`config.mk`:
```
export PLATFORM = sky130hd
export DESIGN_NAME = multi_channel_liveness_watchdog_unit
export DESIGN_NICKNAME = d
export VERILOG_FILES = /design/src/rtl/core/mclw_pkg.sv /design/src/rtl/core/multi_channel_liveness_watchdog_unit.sv
export SDC_FILE = /design/constraint.sdc
export NUM_CORES = 1
export LEC_CHECK = 0
export ABC_CLOCK_PERIOD_IN_PS = 7500
export BUFFER_PORTS_ARGS = -buffer_cell sky130_fd_sc_hd__buf_4
export CAP_MARGIN = 20
export CORE_ASPECT_RATIO = 2
export CORE_MARGIN = 2
export CORE_UTILIZATION = 41
export CTS_BUF_LIST = sky130_fd_sc_hd__clkbuf_2
export DETAILED_ROUTE_END_ITERATION = 7
export GPL_TIMING_DRIVEN = 1
export PLACE_DENSITY = 0.63
export SYNTH_ARGS = -nofsm -noshare
export SYNTH_HDL_FRONTEND = slang
export SYNTH_SLANG_ARGS = --single-unit
```
`constraint.sdc`:
```
create_clock -name clock -period 7.5 [get_ports clock]
set_clock_uncertainty 0.1 [all_clocks]
set_input_delay 1.125 -clock clock [delete_from_list [all_inputs] [get_ports clock]]
set_output_delay 1.125 -clock clock [all_outputs]
set_load 0.05 [all_outputs]
```
`src/rtl/core/mclw_pkg.sv`:
```
// ----------------------------------------------------------------------------
// Liveness watchdog package
// Shared sizes, codes and transfer payload types of the multi-channel
// liveness watchdog.
// ----------------------------------------------------------------------------
`default_nettype none

package mclw_pkg;

   localparam int CHANNELS = 4;
   localparam int CH_IDX_W = (CHANNELS > 1) ? $clog2(CHANNELS) : 1;

   localparam int TIME_W  = 32;
   localparam int TALLY_W = 16;
   localparam int MASK_W  = 4;
   localparam int CID_W   = 2;
   localparam int CSR_IDX_W = 3;

   typedef logic [CH_IDX_W-1:0] idx_type;
   typedef logic [TIME_W-1:0]   time_type;
   typedef logic [TALLY_W-1:0]  tally_type;
   typedef logic [MASK_W-1:0]   mask_type;
   typedef logic [CID_W-1:0]    cid_type;

   localparam logic [1:0] REQ_PING     = 2'd0;
   localparam logic [1:0] REQ_CHECK    = 2'd1;
   localparam logic [1:0] REQ_START    = 2'd2;
   localparam logic [1:0] REQ_RESERVED = 2'd3;

   localparam logic KIND_STATUS = 1'b0;
   localparam logic KIND_REPORT = 1'b1;

   localparam logic [CSR_IDX_W-1:0] CSR_TIMEOUT    = 3'd0;
   localparam logic [CSR_IDX_W-1:0] CSR_GRACE      = 3'd1;
   localparam logic [CSR_IDX_W-1:0] CSR_GRACE_MODE = 3'd2;
   localparam logic [CSR_IDX_W-1:0] CSR_REPORT_INT = 3'd3;
   localparam logic [CSR_IDX_W-1:0] CSR_CHECK_INT  = 3'd4;

   localparam time_type TIMEOUT_RESET    = 32'd60000;
   localparam time_type GRACE_RESET      = 32'd5000;
   localparam time_type REPORT_INT_RESET = 32'd10000;
   localparam time_type CHECK_INT_RESET  = 32'd1000;

   typedef struct packed {
      logic [1:0] req_type;
      cid_type    channel_id;
      time_type   now_ms;
   } req_item_type;

   typedef struct packed {
      logic      item_kind;
      logic      healthy;
      logic      reset_request;
      mask_type  timed_out_mask;
      cid_type   report_channel;
      tally_type report_count;
      time_type  report_elapsed_ms;
      logic      last_of_run;
   } rsp_item_type;

endpackage

`default_nettype wire

```
`src/rtl/core/multi_channel_liveness_watchdog_unit.sv`:
```
// ----------------------------------------------------------------------------
// Multi-channel liveness watchdog
// Tracks per-channel ping times and tallies in two small synchronous
// memories and reports timeouts, reset requests and periodic ping counts.
// ----------------------------------------------------------------------------
`default_nettype none

// One item is worked on at a time. A start item writes the channel times one
// entry at a time and gives no result. A throttled check item gives a healthy
// status without a walk; a ping item first does the tally read-modify-write.
// A full check reads the channel times one entry per cycle from a single read
// port, and a report then reads and clears the tallies one entry at a time.
// A result transfer that is held back stalls the block until it is taken.
// The output is registered, so the next input transfer is taken while the
// last result is still waiting. Reserved request types are dropped.
module multi_channel_liveness_watchdog_unit (
   input  wire logic                   clock,
   input  wire logic                   reset,
   input  wire logic                   req_valid,
   output logic                        req_ready,
   input  wire mclw_pkg::req_item_type req_data,
   output logic                        rsp_valid,
   input  wire logic                   rsp_ready,
   output mclw_pkg::rsp_item_type      rsp_data,
   input  wire logic                   csr_write_enable,
   input  wire logic [mclw_pkg::CSR_IDX_W-1:0] csr_index,
   input  wire logic [mclw_pkg::TIME_W-1:0]    csr_wdata
);

   typedef enum logic [2:0] {
      ST_IDLE,
      ST_START,
      ST_PING,
      ST_CHECK,
      ST_WALK,
      ST_STATUS,
      ST_REPORT
   } state_type;

   state_type state_ff, state_in;

   mclw_pkg::time_type  now_ff, now_in;
   mclw_pkg::idx_type   idx_ff, idx_in;
   logic                ok_ff, ok_in;
   logic                rst_ff, rst_in;
   mclw_pkg::mask_type  mask_ff, mask_in;
   logic                report_ff, report_in;
   mclw_pkg::time_type  since_ff, since_in;
   mclw_pkg::time_type  report_stamp_ff, report_stamp_in;
   mclw_pkg::time_type  check_stamp_ff, check_stamp_in;

   mclw_pkg::time_type  timeout_ff, grace_ff, report_int_ff, check_int_ff;
   logic                grace_mode_ff;

   logic                   rsp_valid_ff, rsp_valid_in;
   mclw_pkg::rsp_item_type rsp_data_ff, rsp_data_in;

   mclw_pkg::time_type  time_mem [mclw_pkg::CHANNELS];
   mclw_pkg::tally_type tally_mem [mclw_pkg::CHANNELS];
   logic [mclw_pkg::CHANNELS-1:0] time_vld_ff, tally_vld_ff;
   mclw_pkg::time_type  time_rd_ff;
   mclw_pkg::tally_type tally_rd_ff;
   logic                time_rd_vld_ff, tally_rd_vld_ff;

   logic                time_we, tally_we;
   mclw_pkg::time_type  time_wdata;
   mclw_pkg::tally_type tally_wdata;

   mclw_pkg::time_type  seen_time, silent, check_age, report_age;
   mclw_pkg::tally_type tally_cur;
   logic [mclw_pkg::TIME_W:0] grace_sum;
   logic                out_free, throttled, over_limit, beyond_grace, idx_last, ping_ok;

   assign req_ready = (state_ff == ST_IDLE);
   assign rsp_valid = rsp_valid_ff;
   assign rsp_data  = rsp_data_ff;

   assign out_free   = !rsp_valid_ff || rsp_ready;
   assign seen_time  = time_rd_vld_ff ? time_rd_ff : '0;
   assign tally_cur  = tally_rd_vld_ff ? tally_rd_ff : '0;
   assign silent     = now_ff - seen_time;
   assign check_age  = now_ff - check_stamp_ff;
   assign report_age = now_ff - report_stamp_ff;
   assign throttled  = check_age < check_int_ff;
   assign grace_sum  = {1'b0, timeout_ff} + {1'b0, grace_ff};
   assign over_limit = silent > timeout_ff;
   assign beyond_grace = {1'b0, silent} > grace_sum;
   assign idx_last   = (idx_ff == mclw_pkg::idx_type'(mclw_pkg::CHANNELS - 1));
   assign ping_ok    = {3'b000, req_data.channel_id} < 5'(mclw_pkg::CHANNELS);

   always_comb begin
      state_in        = state_ff;
      now_in          = now_ff;
      idx_in          = idx_ff;
      ok_in           = ok_ff;
      rst_in          = rst_ff;
      mask_in         = mask_ff;
      report_in       = report_ff;
      since_in        = since_ff;
      report_stamp_in = report_stamp_ff;
      check_stamp_in  = check_stamp_ff;
      rsp_valid_in    = rsp_valid_ff && !rsp_ready;
      rsp_data_in     = rsp_data_ff;
      time_we         = 1'b0;
      tally_we        = 1'b0;
      time_wdata      = now_ff;
      tally_wdata     = '0;

      unique case (state_ff)
         ST_IDLE: begin
            if (req_valid) begin
               now_in  = req_data.now_ms;
               idx_in  = '0;
               priority if (req_data.req_type == mclw_pkg::REQ_RESERVED) begin
                  state_in = ST_IDLE;
               end else if (req_data.req_type == mclw_pkg::REQ_START) begin
                  state_in = ST_START;
               end else if (req_data.req_type == mclw_pkg::REQ_PING && ping_ok) begin
                  idx_in   = mclw_pkg::idx_type'(req_data.channel_id);
                  state_in = ST_PING;
               end else begin
                  state_in = ST_CHECK;
               end
            end
         end
         ST_START: begin
            time_we = 1'b1;
            if (idx_last) begin
               report_stamp_in = now_ff;
               state_in        = ST_IDLE;
            end else begin
               idx_in = idx_ff + 1'b1;
            end
         end
         ST_PING: begin
            time_we     = 1'b1;
            tally_we    = 1'b1;
            tally_wdata = (tally_cur == '1) ? tally_cur
                        : mclw_pkg::tally_type'(tally_cur + 1'b1);
            state_in    = ST_CHECK;
         end
         ST_CHECK: begin
            if (throttled) begin
               if (out_free) begin
                  rsp_valid_in = 1'b1;
                  rsp_data_in  = '0;
                  rsp_data_in.item_kind   = mclw_pkg::KIND_STATUS;
                  rsp_data_in.healthy     = 1'b1;
                  rsp_data_in.last_of_run = 1'b1;
                  state_in = ST_IDLE;
               end
            end else begin
               check_stamp_in = now_ff;
               ok_in     = 1'b1;
               rst_in    = 1'b0;
               mask_in   = '0;
               report_in = !(report_age < report_int_ff);
               since_in  = report_age;
               idx_in    = '0;
               state_in  = ST_WALK;
            end
         end
         ST_WALK: begin
            if (over_limit) begin
               ok_in   = 1'b0;
               mask_in = mask_ff | (mclw_pkg::mask_type'(1) << idx_ff);
               if (!grace_mode_ff || beyond_grace) begin
                  rst_in = 1'b1;
               end
            end
            if (idx_last) begin
               state_in = ST_STATUS;
            end else begin
               idx_in = idx_ff + 1'b1;
            end
         end
         ST_STATUS: begin
            if (out_free) begin
               rsp_valid_in = 1'b1;
               rsp_data_in  = '0;
               rsp_data_in.item_kind      = mclw_pkg::KIND_STATUS;
               rsp_data_in.healthy        = ok_ff;
               rsp_data_in.reset_request  = rst_ff;
               rsp_data_in.timed_out_mask = mask_ff;
               rsp_data_in.last_of_run    = !report_ff;
               idx_in = '0;
               if (report_ff) begin
                  report_stamp_in = now_ff;
                  state_in        = ST_REPORT;
               end else begin
                  state_in = ST_IDLE;
               end
            end
         end
         ST_REPORT: begin
            if (out_free) begin
               rsp_valid_in = 1'b1;
               rsp_data_in  = '0;
               rsp_data_in.item_kind         = mclw_pkg::KIND_REPORT;
               rsp_data_in.report_channel    = mclw_pkg::cid_type'(idx_ff);
               rsp_data_in.report_count      = tally_cur;
               rsp_data_in.report_elapsed_ms = since_ff;
               rsp_data_in.last_of_run       = idx_last;
               tally_we    = 1'b1;
               tally_wdata = '0;
               if (idx_last) begin
                  state_in = ST_IDLE;
               end else begin
                  idx_in = idx_ff + 1'b1;
               end
            end
         end
         default: begin
            state_in = ST_IDLE;
         end
      endcase
   end

   always_ff @(posedge clock) begin
      if (reset) begin
         state_ff        <= ST_IDLE;
         rsp_valid_ff    <= 1'b0;
         report_stamp_ff <= '0;
         check_stamp_ff  <= '0;
         time_vld_ff     <= '0;
         tally_vld_ff    <= '0;
         timeout_ff      <= mclw_pkg::TIMEOUT_RESET;
         grace_ff        <= mclw_pkg::GRACE_RESET;
         grace_mode_ff   <= 1'b0;
         report_int_ff   <= mclw_pkg::REPORT_INT_RESET;
         check_int_ff    <= mclw_pkg::CHECK_INT_RESET;
      end else begin
         state_ff        <= state_in;
         rsp_valid_ff    <= rsp_valid_in;
         report_stamp_ff <= report_stamp_in;
         check_stamp_ff  <= check_stamp_in;
         if (time_we) begin
            time_vld_ff[idx_ff] <= 1'b1;
         end
         if (tally_we) begin
            tally_vld_ff[idx_ff] <= 1'b1;
         end
         if (csr_write_enable) begin
            unique case (csr_index)
               mclw_pkg::CSR_TIMEOUT:    timeout_ff    <= csr_wdata;
               mclw_pkg::CSR_GRACE:      grace_ff      <= csr_wdata;
               mclw_pkg::CSR_GRACE_MODE: grace_mode_ff <= csr_wdata[0];
               mclw_pkg::CSR_REPORT_INT: report_int_ff <= csr_wdata;
               mclw_pkg::CSR_CHECK_INT:  check_int_ff  <= csr_wdata;
               default: begin
               end
            endcase
         end
      end
      now_ff          <= now_in;
      idx_ff          <= idx_in;
      ok_ff           <= ok_in;
      rst_ff          <= rst_in;
      mask_ff         <= mask_in;
      report_ff       <= report_in;
      since_ff        <= since_in;
      rsp_data_ff     <= rsp_data_in;
      time_rd_vld_ff  <= time_vld_ff[idx_in] && !reset;
      tally_rd_vld_ff <= tally_vld_ff[idx_in] && !reset;
   end

   // The walk never reads an entry in the cycle that entry is written.
   always_ff @(posedge clock) begin
      if (time_we) begin
         time_mem[idx_ff] <= time_wdata;
      end
      if (tally_we) begin
         tally_mem[idx_ff] <= tally_wdata;
      end
      time_rd_ff  <= time_mem[idx_in];
      tally_rd_ff <= tally_mem[idx_in];
   end

`ifndef SYNTHESIS
   a_walk_flow: assert property (@(posedge clock) disable iff (reset)
      state_ff == ST_WALK |=> state_ff == ST_WALK || state_ff == ST_STATUS)
      else $error("walk left toward an unexpected state");

   a_walk_stamp: assert property (@(posedge clock) disable iff (reset)
      state_ff == ST_WALK |-> check_stamp_ff == now_ff)
      else $error("check stamp not taken at full check");

   a_report_load: assert property (@(posedge clock) disable iff (reset)
      state_ff == ST_REPORT && out_free
      |=> rsp_valid_ff && rsp_data_ff.item_kind == mclw_pkg::KIND_REPORT)
      else $error("report entry not loaded");

   a_throttle_load: assert property (@(posedge clock) disable iff (reset)
      state_ff == ST_CHECK && throttled && out_free
      |=> rsp_valid_ff && rsp_data_ff.healthy && rsp_data_ff.last_of_run
          && state_ff == ST_IDLE)
      else $error("throttled check did not report healthy");
`endif

endmodule

`default_nettype wire
```
==> metrics.txt, run 1 <==
DRC=0; global-route wire length before repair=about 130 mm; RD Place Congestion=approximately 0.94; TritonRoute pass-1 iters=5; Power Internal=roughly 6.7 mW; FF-to-FF End=time_rd_ff[14]$_DFF_P_; DRT iter0 DRCs=between 1k and 1.5k; number of flops mapped to enable cells by yosys=between 300 and 400; fin. max-slew vios=0; Gate power share=a little over two fifths; largest net degree at the start of global routing=approximately 110; worst flop-to-flop path startpoint=now_ff[0]$_DFFE_PP_; Slew @ Worst Pin=~1.1 ns; Synth-to-Final Area Change=13.71%; IO buf count=approximately 140; status=finished, final reports clean; cells after synthesis=2,916; synth top area cells=edfxtp_1 (32%), dfxtp_1 (17%), ha_1 (11%), mux2i_1 (6.1%), nand2_1 (5.3%); GRT met1 Usage=around 20%; gr usage total=between 20 and 25%; Synth Area in Compound Gates=between 10 and 15%; fin nets=roughly 3.5k; DP Area=31,960 sq um; met3 usage=approximately 3.5%; WP depth=23; Synth Register Bits=around 580; Hold Crit Class=in2reg; Final Setup Violations=0; WL/cell=20.12 um; vias per inst=5.275; Slew headroom=26.49%; Max Fclk=~160 MHz; Crit path max-delay family=compound AO/OA/AOI/OAI gates; Reg2Reg Setup Slack=1.13 ns; Worst setup EP type=flop; Setup crit start kind=flop; io pins=between 100 and 150; Post-DRT Antenna Nets=0; DP Wirelength=roughly 63 mm; HP Start=req_data[32]; IR drop worst, VDD=~0.21 mV; CP required=between 8 and 9 ns; Synth Flop Type=edfxtp_1; switching part of the total power=between 40% and 50%; largest family of logic cells by synthesized area=simple AND/OR/NAND/NOR gates; clk sinks=578; share of layout cells above drive strength 1=13.04%; vias in the first global route=22.20k; met2 usage=around 44%; worst path bufs/invs=3; Fin. Hold Viols=0; GR peak layer=met2; Leak Pwr=~14 nW; crit path kind=reg2reg; Post-Route WL=84.65 mm; Commonest cells post-synth=nand2_1 (422), edfxtp_1 (321), a21oi_1 (284); H-tree levels=4; post-synthesis cell area=about 30,000 sq um; clock power share=a little under a fifth; Final Instance Area=between 30,000 and 40,000 sq um; slowest CP cell=a221oi_4; gr ovfl total=0; async set-reset flop share out of synthesis=0%; post-layout min period=between 6 and 7 ns; period utilization=a little over four fifths; Mapped Nets=~3.3k; Sum Neg Setup Slack=0 ns; RSZ-0062 raised after global routing=false; initial antenna violation count=2; post-synth top area share=roughly a third; total die area=approximately 75,000 sq um; clock root buffer master=clkbuf_2; Initial Util=between 40% and 50%; Num CTS Buffers=between 100 and 150; switching power=roughly 4.6 mW; simple-gate portion of the synthesized area=between 10% and 20%; Yosys warnings=0; CTS tree=built; Die W=194.7 um; Synth area leader=edfxtp_1; Max Cap Viol=0; Max FO, Critical Path=38; Post-Synth XOR/XNOR Area=3.613%; clock-pin slew on the worst setup and hold paths=around 0.13 ns; fillers=approximately 6.9k; Synth Area in Adders=10.97%; Seq/Total Area, Yosys=between 40% and 50%; syn_area_per_cell=slightly above 10 sq um; hold depth=3; CP max stage delay=between 0.7 and 0.8 ns; die height=385.4 um; WHS Endpoint=idx_ff[0]$_DFF_P_; Row Count=approximately 140; Skew-Pair Late Insertion Delay=roughly 1.2 ns; crit path DAT=between 7 and 8 ns; worst path cell trace=inv_1, ha_1, inv_1, fa_1, a211oi_1, o21ai_0, nand3b_1, a211oi_1, o31a_1, or2_2, a21o_1, a21oi_1, xnor2_1, ha_1, nand4_1, or3_1, a311o_1, a311oi_2, o21ai_1, a221oi_4, buf_12, mux2i_1, mux2i_1; Cell Pwr Density=~330 nW/um^2; mux contribution to synthesized area=6.144%; top-count cell post-synth=nand2_1; Flop pwr share=between 30% and 40%; via count=approximately 22k; clk buf depth=3; FF-to-FF path depth=23; Core Area=a little over 70,000 sq um; unique cell type count in the Yosys netlist=between 60 and 70
-- logic make-up (layout without fill, tap and decap cells) --
family,Yosys count,after routing
and+or+nand+nor,872,872
AOI/OAI and AO/OA,596,596
DFF,578,578
buffers and inverters,305,678
adders and majority gates,259,259
muxes,183,183
xor gates and xnor gates,123,123
other,0,2
-- per-stage QoR --
step	power (mW)	utilization [%]	hold WS [ns]	std cells	setup WS, ns
final	11.35	47.20	0.2019	4207	1.131
after global routing	12.09	47.20	0.1156	4206	0.6174
after CTS	11.47	47.12	0.03462	4203	1.124
after detailed placement	9.316	44.50	0.3463	3904	1.137
after global placement	9.246	44.46	0.3419	3903	1.239
after floorplan	7.707	-	0.3336	2916	0.3104
-- worst register-to-register path: cells and delay by family, from the launching register on --
family                     cells  cell delay, ns
AOI/OAI and AO/OA             10            2.90
xor gates and xnor gates       1            0.10
adders and majority gates      3            0.90
buffers and inverters          3            0.59
DFF                            1            0.48
muxes                          2            0.36
and+or+nand+nor                4            0.86
-- metal layers --
layer | up-vias | share of wire, %
li1 | 10930 | -
met3 | 245 | 3.3
met1 | 10480 | 33
met4 | 0 | 9.0
met5 | - | 0
met2 | 542 | 54
-- state kept, by name, summed over array words and instances (netlist names), 3 cells and up --
signal,cells
mask_ff,4
tally_rd_ff,16
time_vld_ff,4
since_ff,32
report_int_ff,32
grace_ff,32
state_ff,3
check_stamp_ff,32
time_mem,128
tally_vld_ff,4
now_ff,32
report_stamp_ff,32
rsp_data,58
time_rd_ff,32
check_int_ff,32
timeout_ff,32
tally_mem,64
-- final cells by class --
class / count / area, sq um / share of cell area (%)
timing repair buffer: 245 / 2101 / 6.196
clock inverter: 41 / 267.8 / 0.7898
tap: 916 / 1146 / 3.380
inverter: 198 / 743.2 / 2.192
sequential: 578 / 14790 / 43.61
clock buffer: 194 / 970.9 / 2.864
antenna: 2 / 5.005 / 0.01476
multi-input combinational: 2033 / 13880 / 40.95
-- cell usage in the layout, fill, tap and decap left out, types with 23 or more instances in the layout --
master / Yosys / final
dfxtp_1: 257 / 256
clkinv_1: 0 / 23
nor2_1: 167 / 160
xor2_1: 43 / 43
clkbuf_2: 0 / 194
dlygate4sd3_1: 0 / 64
o21ai_0: 77 / 77
and3_1: 62 / 61
o21a_1: 31 / 31
nor2b_1: 38 / 37
nand2b_1: 24 / 24
mux2i_1: 183 / 183
nand3_1: 36 / 35
buf_4: 1 / 174
nand4_1: 36 / 36
a21oi_1: 284 / 284
inv_1: 197 / 197
nand2_1: 422 / 422
a21o_1: 76 / 76
xnor2_1: 80 / 80
edfxtp_1: 321 / 321
ha_1: 255 / 255
nor3_1: 25 / 23
-- how the worst max path moves through the flow --
stage                   startpoint                      to  slack (ns)
2_1_floorplan  now_ff[0]$_DFFE_PP_   rsp_data[0]$_DFFE_PP_        0.31
3_3_place_gp   now_ff[0]$_DFFE_PP_   time_rd_ff[7]$_DFF_P_        1.24
3_5_place_dp   now_ff[0]$_DFFE_PP_  time_rd_ff[14]$_DFF_P_        1.14
4_1_cts        now_ff[1]$_DFFE_PP_  time_rd_ff[14]$_DFF_P_        1.12
5_1_grt        now_ff[1]$_DFFE_PP_  time_rd_ff[23]$_DFF_P_        0.62
6_report       now_ff[0]$_DFFE_PP_  time_rd_ff[14]$_DFF_P_        1.13
-- power groups by stage --
| stage | sequential [mW] | clock [mW] | combinational, mW |
|---|---|---|---|
| floorplan | 4.35 | 0 | 3.36 |
| global placement | 4.36 | 0 | 4.88 |
| detailed placement | 4.37 | 0 | 4.95 |
| CTS | 4.30 | 2.17 | 5.01 |
| global route | 4.33 | 2.29 | 5.47 |
| finish | 4.29 | 2.07 | 4.98 |
-- timing repair --
item,in CTS,in global routing
resized for setup,0,0
buffers inserted,0,0
hold buffers,64,0
hold endpoints to repair,148,0
No activity file was read; power rests on OpenSTA's default activity.
==> run 2, diff against run 1 <==
ABC_AREA = 1   (was default)
ABC_CLOCK_PERIOD_IN_PS = 6100   (was 7500)
PLACE_DENSITY = 0.61   (was 0.63)
clock period = 6.1 ns   (was 7.5 ns; I/O delays follow)
==> run 2 against run 1 <==
Sequential cell count stayed put. First-iteration DRC count up 21%. Register-to-register slack lost 0.61 ns. Synthesized cell count is 15% higher. Critical path depth grew 6. Global-route usage increased by 2.2 points. Critical endpoint is now time_rd_ff[22]$_DFF_P_. Largest power group unchanged.
==> metrics.txt, run 2 <==
Max Cap Viol=0; Die W=196.3 um; gr usage total=approximately a quarter; fin. max-slew vios=0; most frequent CP cell=nand2_1; most frequent cells in the layout=inv_1 (433), nand2_1 (431), a21oi_1 (368), nor2_1 (332), edfxtp_1 (321); DP Wirelength=slightly above 70 mm; met2 usage=between 40 and 50%; Core Area=~74,000 sq um; Final Util=roughly 47%; switching power=approximately 7.1 mW; RD Place Congestion=between 1 and 1.5; CP startpoint=now_ff[0]$_DFFE_PP_; top-count cell post-synth=inv_1; DRC=0; Flop pwr share=34.6%; gr ovfl total=0; HP Start=req_data[34]; vias per inst=between 5 and 6; crit path kind=reg2reg; met3 usage=about 3.8%; Post-DRT Antenna Nets=0; initial antenna violation count=2; number of flops mapped to enable cells by yosys=approximately 320; DP Area=~33,000 sq um; Final Setup Violations=0; via count=24.80k; most flop-heavy register=time_mem; post-synth top area share=31.80%; Commonest cells post-synth=inv_1 (435), nand2_1 (433), a21oi_1 (368); clk buf depth=3; GRT met1 Usage=23.96%; Post-Layout Cell Count=around 4.7k; Synth-to-Final Area Change=14.63%; max reg flops=about 130; Synth area leader=edfxtp_1; Fin. Hold Viols=0; CTS tree=built; Yosys warnings=0; post_cts resized=0; synth top area cells=edfxtp_1 (32%), dfxtp_1 (17%), ha_1 (11%), a21oi_1 (6.1%), inv_1 (5.4%); Min Hold Slack=~0.26 ns; fin nets=roughly 4k; fillers=between 7k and 8k; Synth Register Bits=~580; Setup crit start kind=flop; Slew headroom=between 30% and 40%; syn_area_per_cell=just over 9 sq um; status=finished, final reports clean; clock-pin slew on the worst setup and hold paths=approximately 0.13 ns; IO buf count=between 100 and 150; unique cell type count in the Yosys netlist=56; DRT iter0 DRCs=1,317; async set-reset flop share out of synthesis=0%; TritonRoute pass-1 iters=5; post-layout min period=around 5.6 ns; Synth Flop Type=edfxtp_1; area of the multi-input gates=13,370 sq um; largest net degree at the start of global routing=70; Initial Util=around 40%; Power Internal=between 8 and 9 mW; period utilization=between 90% and 100%; Cell Pwr Density=450.7 nW/um^2; Gate power share=48.4%; Slew @ Worst Pin=between 1 and 1.5 ns; Reg area=14,780 sq um; Leak Pwr=approximately 14 nW; switching part of the total power=between 40% and 50%; Max Fclk=179.1 MHz; Row Count=~140; placed cells=approximately 4.4k; WL/cell=20.22 um; vias in the first global route=24.53k; die height=388.5 um; Hold Crit Class=in2reg; Num CTS Buffers=136; H-tree levels=4; cells after synthesis=about 3.3k; crit path DAT=approximately 6.6 ns; io pins=between 100 and 150; worst flop-to-flop path startpoint=now_ff[0]$_DFFE_PP_; RSZ-0062 raised after global routing=false; commonest non-fill, non-tap cell in the layout=inv_1; Seq/Total Area, Yosys=around half; clk sinks=slightly below 600; total die area=approximately 76,000 sq um; Sum Neg Setup Slack=0 ns; clock power share=around 17%; IR drop worst, VDD=roughly 0.44 mV; Skew-Pair Late Insertion Delay=around 1.4 ns; clock root buffer master=clkbuf_2; share of layout cells above drive strength 1=a little over an eighth; CP max stage delay=0.47 ns; Mapped Nets=3,675; Worst setup EP type=flop; Final Instance Area=34,750 sq um; post-synthesis cell area=approximately 30,000 sq um; global-route wire length before repair=roughly 140 mm; CP required=7.13 ns; Max FO, Critical Path=approximately 70; GR peak layer=met2; Post-Route WL=95.09 mm; slowest CP cell=edfxtp_1
run 2: cell types whose count changed after synthesis, moves of 44 or more:
cell | previous run | this run
inv_1 | 197 | 435
o21ai_0 | 77 | 299
mux2i_1 | 183 | 0
nor2_1 | 167 | 337
a21oi_1 | 284 | 368
a21o_1 | 76 | 7
o21ai_1 | 2 | 65
and3_1 | 62 | 0
o211ai_2 | 1 | 45
run 2: kinds of logic (layout without fill, tap and decap cells):
logic type	after synthesis	in the layout	synth area share, %
compound gates	900	900	17.07
flops	578	578	48.77
simple gates	927	927	12.52
fa+ha+maj	259	259	10.79
buf+inv	554	986	7.331
xor+xnor	122	122	3.525
other cells	0	2	0
run 2: timing repair:
action / 4_1_cts / 5_1_grt
endpoints found under the setup margin: 0 / 0
hold buffers: 94 / 0
buffers inserted: 0 / 0
endpoints found under the hold margin: 169 / 0
run 2: path summary, 6_finish.rpt:
path         slack, ns                  endpoint  cells after the start
max               0.52    time_rd_ff[22]$_DFF_P_                     29
min               0.26  state_ff[0]$_SDFFE_PP0P_                      5
max reg2reg       0.52    time_rd_ff[22]$_DFF_P_                     29
min reg2reg       0.33    tally_rd_ff[7]$_DFF_P_                      2
run 2: metrics by stage:
step / power [mW] / setup slack [ns]
6_report: 15.66 / 0.5180
5_1_grt: 16.83 / 0.05918
4_1_cts: 15.78 / 0.5663
3_5_place_dp: 13.01 / 0.5897
3_3_place_gp: 12.92 / 0.6907
2_1_floorplan: 10.62 / 0.2482
run 2: final cells by class:
type	instances	area share (%)
clock inverter	56	0.9362
tap	929	3.345
clock buffer	194	2.794
antenna	2	0.01440
timing repair buffer	283	6.971
sequential	578	42.55
multi-input combinational	2208	38.48
inverter	453	4.908
run 2: power by group through the flow:
stage	logic (mW)	registers [mW]	clock network, mW
3_5_place_dp	7.51	5.50	0
4_1_cts	7.59	5.43	2.76
5_1_grt	8.45	5.46	2.92
2_1_floorplan	5.16	5.46	0
6_report	7.58	5.43	2.65
3_3_place_gp	7.41	5.51	0
run 2: metal layers:
metal | part of all wire (%) | routed length, um | up-vias
met4 | 8.3 | 7904 | 0
met3 | 4.2 | 3986 | 288
li1 | - | - | 12150
met5 | 0 | 0 | -
met1 | 34 | 32640 | 11610
met2 | 53 | 50560 | 749
run 2: critical path: cells and delay by family (launching register included):
family,cells,cell delay [ns]
adders and majority gates,3,0.76
and+or+nand+nor,12,1.62
xor gates and xnor gates,1,0.17
AOI/OAI and AO/OA,10,1.70
buffers and inverters,3,0.60
DFF,1,0.47
